## config.mk

```make
export PLATFORM = sky130hd
export DESIGN_NAME = sper_queue
export DESIGN_NICKNAME = d
export VERILOG_FILES = /design/src/design/sper_pkg.sv /design/src/design/sper_queue.sv
export SDC_FILE = /design/constraint.sdc
export NUM_CORES = 1
export LEC_CHECK = 0
export ABC_AREA = 0
export BUFFER_PORTS_ARGS = -buffer_cell sky130_fd_sc_hd__buf_2
export CORE_MARGIN = 10
export CORE_UTILIZATION = 40
export CTS_CLUSTER_SIZE = 30
export DETAILED_ROUTE_END_ITERATION = 12
export GPL_ROUTABILITY_DRIVEN = 0
export GPL_TIMING_DRIVEN = 0
export SKIP_LAST_GASP = 1
export SLEW_MARGIN = 20
export SYNTH_ARGS = -nofsm -noshare
export SYNTH_HDL_FRONTEND = slang
export SYNTH_SLANG_ARGS = --single-unit
export TNS_END_PERCENT = 1
```

## constraint.sdc

```tcl
create_clock -name clk -period 4.61 [get_ports clk]
set_input_delay 0.2305 -clock clk [delete_from_list [all_inputs] [get_ports clk]]
set_output_delay 0.2305 -clock clk [all_outputs]
set_load 0.02 [all_outputs]
```

## src/design/sper_pkg.sv

```systemverilog
`timescale 1ns / 1ps

package sper_pkg;

  // default sizing of the distance table
  localparam int MAX_NODES_DEF = 4096;
  localparam int DIST_BITS_DEF = 32;

  // command queue between front and back
  localparam int QUEUE_DEPTH = 2;
  localparam int QPTR_W      = $clog2(QUEUE_DEPTH);
  localparam int QCNT_W      = $clog2(QUEUE_DEPTH + 1);

  // operation codes as carried on the input channel
  typedef enum logic [1:0] {
    OP_WRITE = 2'd0,
    OP_RELAX = 2'd1,
    OP_READ  = 2'd2,
    OP_CLEAR = 2'd3
  } op_t;

  // back-end sequencer states
  typedef enum logic [1:0] {
    B_IDLE = 2'd0,
    B_SUM  = 2'd1,
    B_CAP  = 2'd2,
    B_DONE = 2'd3
  } back_state_t;

  // classified command flags
  typedef struct packed {
    op_t  op;
    logic src_ok;
    logic dst_ok;
  } ctl_t;

  // queue status seen by front and back
  typedef struct packed {
    logic valid;
    logic full;
  } q_stat_t;

  // back-end status
  typedef struct packed {
    back_state_t state;
    logic        pop;
  } back_stat_t;

  localparam int CMD_BITS_DEF = $bits(ctl_t) + 2 * $clog2(MAX_NODES_DEF) + DIST_BITS_DEF;

endpackage

```

## src/design/sper_queue.sv

```systemverilog
`timescale 1ns / 1ps

module sper_queue #(
  parameter int WIDTH = sper_pkg::CMD_BITS_DEF
) (
  input  logic              clk,
  input  logic              rst,
  input  logic              push,
  input  logic [WIDTH-1:0]  wdata,
  input  logic              pop,
  output logic [WIDTH-1:0]  rdata,
  output sper_pkg::q_stat_t stat
);

  logic [WIDTH-1:0]               entries [sper_pkg::QUEUE_DEPTH];
  logic [sper_pkg::QPTR_W-1:0]    wr_ptr;
  logic [sper_pkg::QPTR_W-1:0]    rd_ptr;
  logic [sper_pkg::QCNT_W-1:0]    count;

  // pointers and fill count
  always_ff @(posedge clk) begin
    if (rst) begin
      wr_ptr <= '0;
      rd_ptr <= '0;
      count  <= '0;
    end else begin
      if (push) wr_ptr <= wr_ptr + 1'b1;
      if (pop)  rd_ptr <= rd_ptr + 1'b1;
      if (push && !pop)      count <= count + 1'b1;
      else if (pop && !push) count <= count - 1'b1;
    end
  end

  // storage
  always_ff @(posedge clk) begin
    if (push) entries[wr_ptr] <= wdata;
  end

  assign rdata      = entries[rd_ptr];
  assign stat.valid = count != '0;
  assign stat.full  = count == sper_pkg::QCNT_W'(sper_pkg::QUEUE_DEPTH);

endmodule

```

* Yosys cells after proc, flatten, opt, wreduce, memory -nomap -nowiden
Memory sizes are Yosys's and may differ from the RTL's. A register that Yosys moved wholly into a read port is not among the register bits.
Index checks and enable logic that the tools add are counted.
** Storage, ports and cells
- Register bits :: 4
- Bits in writable memories :: 120
- Word-level logic and storage cells :: 21
- Memories kept :: 1
** Memories
- entries :: words 2, bits a word 60, rd ports 1, clocked after Yosys merged registers in 1, wr ports 1, line sper_queue.sv:15 : logic [WIDTH-1:0] entries [sper_pkg::QUEUE_DEPTH];
** Cells by class
- Add/sub/neg operators :: 4
- Equality and inequality tests :: 1
- Muxes and demuxes :: 6
- Reduce and logical (&&, ||, !) cells :: 6
** Operator list (number)
- 2-to-1 mux 1 bit :: 4
- 2-to-1 mux 2 bit :: 2
- nonzero test 2 bit :: 2
- adder 1 bit, second input constant :: 2
- adder 2 x 1 -> 2 bit, second input constant :: 1
- equality test 2 bit, second input constant :: 1
- logical AND 1 bit :: 2
- zero test 1 bit :: 2
- subtractor 2 x 1 -> 2 bit, second input constant :: 1

* Logic depth before layout (Yosys ltp)
- Depth in word-level cells :: 4
- Depth in mapped cells :: 5

* Worst setup path before layout
No wires, ideal clock.
- Kind :: register to register
- From :: register wr_ptr
- To :: memory entries[0][0] (netlist name) (enable)
- Library setup time :: 0.485 ns
- Arrival :: 2.998 ns
- Data required time :: 4.125 ns
- Setup slack :: 1.127 ns
- Stages on the path, launching flop included :: 2
- Clock period less this slack :: 3.483 ns
- Cell sequence :: dfxtp_1 nor2b_1
** RTL lines
- from (decl) :: line sper_queue.sv:16 : logic [sper_pkg::QPTR_W-1:0] wr_ptr;
- from (signal assigned) :: line sper_queue.sv:27 : if (push) wr_ptr <= wr_ptr + 1'b1;
- to (decl) :: line sper_queue.sv:15
No word-level cell before the write port.

==> impl_metrics.csv <==
group,metric,value,unit
timing,hold_viol_final,0,
clock_tree,cts_root_buffer,"clkbuf_16",
synthesis,synth_top_family_by_area,"multiplexers",
setup_path,timing.rr.start,"wr_ptr$_SDFFE_PP0P_",
clock_tree,clock_latency,400,ps
place,io_buffers,125,
setup_path,criticalPathCategory,"register to output port",
synthesis,synth-seq-cells,125,
grt,grt_max_degree,38,
hold_path,hold_path_startpoint,"wdata[47]",
flow_run,maxCapViolations,0,
setup_path,cpPeakStageDelay,360,ps
grt,grt_usage,11.8,%
timing,period_needed,1880,ps
synthesis,yosys-top-cells-area,"edfxtp_1 79%, mux2_2 15%, dfxtp_1 2.2%",
grt,gr-total-overflow,0,
floorplanning,die_w,127,µm
timing,rsz0062_at_grt,"no",
clock_tree,clockBufferDepth,2,
setup_path,critPathSlowestCell,"mux2_2",
detailed_routing,antenna_left,0,
synthesis,synthCells,209,
grt,antenna_found_initial,0,
floorplanning,initial_utilization,41.3,%
synthesis,ys_warn_count,0,
clock_tree,clk_pin_slew,50,ps
setup_path,cp_num_buf_inv,3,
detailed_routing,drtIter0Drc,103,
detailed_routing,drc,0,
cells_and_area,post-route-util,58.9,%
detailed_routing,dr.pass1.iters,4,
synthesis,syn-cell-area,4540,µm²
synthesis,syn_area_per_cell,21.7,µm²
setup_path,cp_max_fo,10,
detailed_routing,route.vias.total,2524,
synthesis,ys.flop_type,"edfxtp_1",
synthesis,synth-simple-area-share,1.07,%
hold_path,whs_path_depth,1,
grt,grt_pass1_wl,14600,µm
detailed_routing,post_drt_wl_per_cell,17.2,µm
floorplanning,rows,38,
clock_tree,cts_tree,"built",
synthesis,async_reset_ff_share,0,%
setup_path,cp_cell_sequence,"buf_2 -> buf_4 -> mux2_2 -> buf_2",
clock_tree,cts_resized,0,
setup_path,critical_path.most_common_cell,"buf_2",
setup_path,arrival,1650,ps
synthesis,syn-num-nets,274,
run_status,outcome,"completed",
pwr,vdd_drop_max,0.000275,V
timing,max_slew.worst_pin.slew,469,ps
setup_path,startpoint_type,"register",
synthesis,synth_cell_types,17,
timing,slew_viol_final,0,
cells_and_area,stdcell_count,550,
clock_tree,cts-buffers-inserted,17,
timing,final_min_period_over_clock_period,40.8,%
synthesis,synth.most_common_cell,"edfxtp_1",
place,place_hpwl,6360,µm
setup_path,crit_family,"buffers and inverters",
pwr,p_leak,0.00249,µW
hold_path,min_to,"entries[0][47]$_DFFE_PP_",
setup_path,cp-end-kind,"output port",
synthesis,netlist_top_cells_count,"120 x edfxtp_1, 60 x mux2_2, 6 x buf_4",
timing,clock_skew,5.08,ps
setup_path,r2r_cells,2,
grt,grt_pass1_vias,2843,
timing,max_freq,532,MHz
setup_path,crit-reg2reg-capture,"entries[1][13]$_DFFE_PP_",
synthesis,synth-adder-area-share,0.276,%
synthesis,yosysSeqAreaShare,81.6,%
place,post-place-cells,477,
floorplanning,die_h,127,µm
timing,slew_headroom,68.7,%
timing,setup_viol,0,
cells_and_area,drive_gt1_share,55.1,%
cells_and_area,num_antenna_cells,0,
floorplanning,dieArea,16000,µm²
cells_and_area,area_growth,42.6,%
detailed_routing,via_per_inst,4.59,
floorplanning,ios,126,
synthesis,synth_top_area_share,79.4,%
clock_tree,htreeDepth,4,
pwr,power.density,489,nW/µm²
detailed_routing,wl,9490,µm
hold_path,hp-class,"primary input to register",
timing,hold_slack,20.4,ps
synthesis,synth-compound-area-share,0.221,%
synthesis,synth-edff-count,120,
floorplanning,core,11000,µm²
synthesis,synth_xor_area_share,0.772,%
setup_path,worstPathRequired,4380,ps
synthesis,muxShareOfSynthArea,14.9,%
cells_and_area,fin_nets,462,
synthesis,synth_area_leader_cell,"edfxtp_1",
clock_tree,clkSinkCount,125,
setup_path,r2r_setup_slack,3170,ps
[layout make-up]
| type | count | area [µm²] |
|---|---|---|
| tap | 140 | 175 |
| multi-input combinational | 76 | 792 |
| sequential | 125 | 3700 |
| fill | 869 | 4510 |
| clock buffer | 19 | 433 |
| buffer | 7 | 50.0 |
| timing repair buffer | 169 | 1100 |
| clock inverter | 13 | 220 |
| inverter | 1 | 3.75 |
[flip-flops by register name (all words and copies together) (netlist names), named ones only]
signal	count
entries	120
wr_ptr	1
rd_ptr	1
count	2
[layout by cell type (no fill, tap or decap), types with 4 or more instances in the layout]
cell type      Yosys  routed
buf_2              1     126
buf_4              6       6
bufinv_16          0       6
clkbuf_16          0      17
dfxtp_1            5       5
dlygate4sd3_1      0      41
edfxtp_1         120     120
mux2_2            60      60
nor2_1             4       4
[cell families after synthesis]
| group | count (synthesis) |
|---|---|
| AO/OA/AOI/OAI | 2 |
| AND/OR/NAND/NOR | 9 |
| multiplexers | 60 |
| adder cells (fa/ha/maj) | 1 |
| buffers and inverters | 8 |
| XOR/XNOR | 4 |
| flip-flops | 125 |
[metal layers]
metal | vias to the layer above | routed length, µm | GRT usage [%]
li1 | 1205 | - | -
met1 | 1233 | 3700 | 12.6
met2 | 78 | 5070 | 19.8
met3 | 8 | 614 | 5.62
met4 | 0 | 95 | 4.82
met5 | - | 0 | 0
[worst max path at each step]
stage                             start                       end  slack [ps]  cells after the start
CTS                            register                 rdata[51]        2670                      4
global placement                   push  entries[0][18]$_DFFE_PP_        -540                      2
floorplan           wr_ptr$_SDFFE_PP0P_   entries[0][0]$_DFFE_PP_        1130                      1
global route                   register                 rdata[45]        2640                      4
finish                         register                  rdata[1]        2730                      4
detailed placement             register                 rdata[51]        3120                      4
[report_power, final]
group / leakage (µW) / switching [µW] / internal, µW / total (µW)
registers: 0.00117 / 16.4 / 1320 / 1340
logic: 0.00101 / 201 / 163 / 364
clock network: 0.000310 / 456 / 1010 / 1460
[per-stage QoR]
stage | setup WS (ps) | instance area, µm² | total power (µW) | setup TNS, ps
floorplan | 1130 | 4540 | 1570 | 0
global placement | -541 | 5340 | 1700 | -32260
detailed placement | 3120 | 5410 | 1710 | 0
CTS | 2670 | 6460 | 3210 | 0
global route | 2640 | 6470 | 3290 | 0
finish | 2730 | 6470 | 3170 | 0
[timing repair]
item / CTS / global route
hold endpoints to repair: 79 / 2
hold buffers: 40 / 1
buffers inserted: 0 / 0
(Power assumes the default switching activity.)
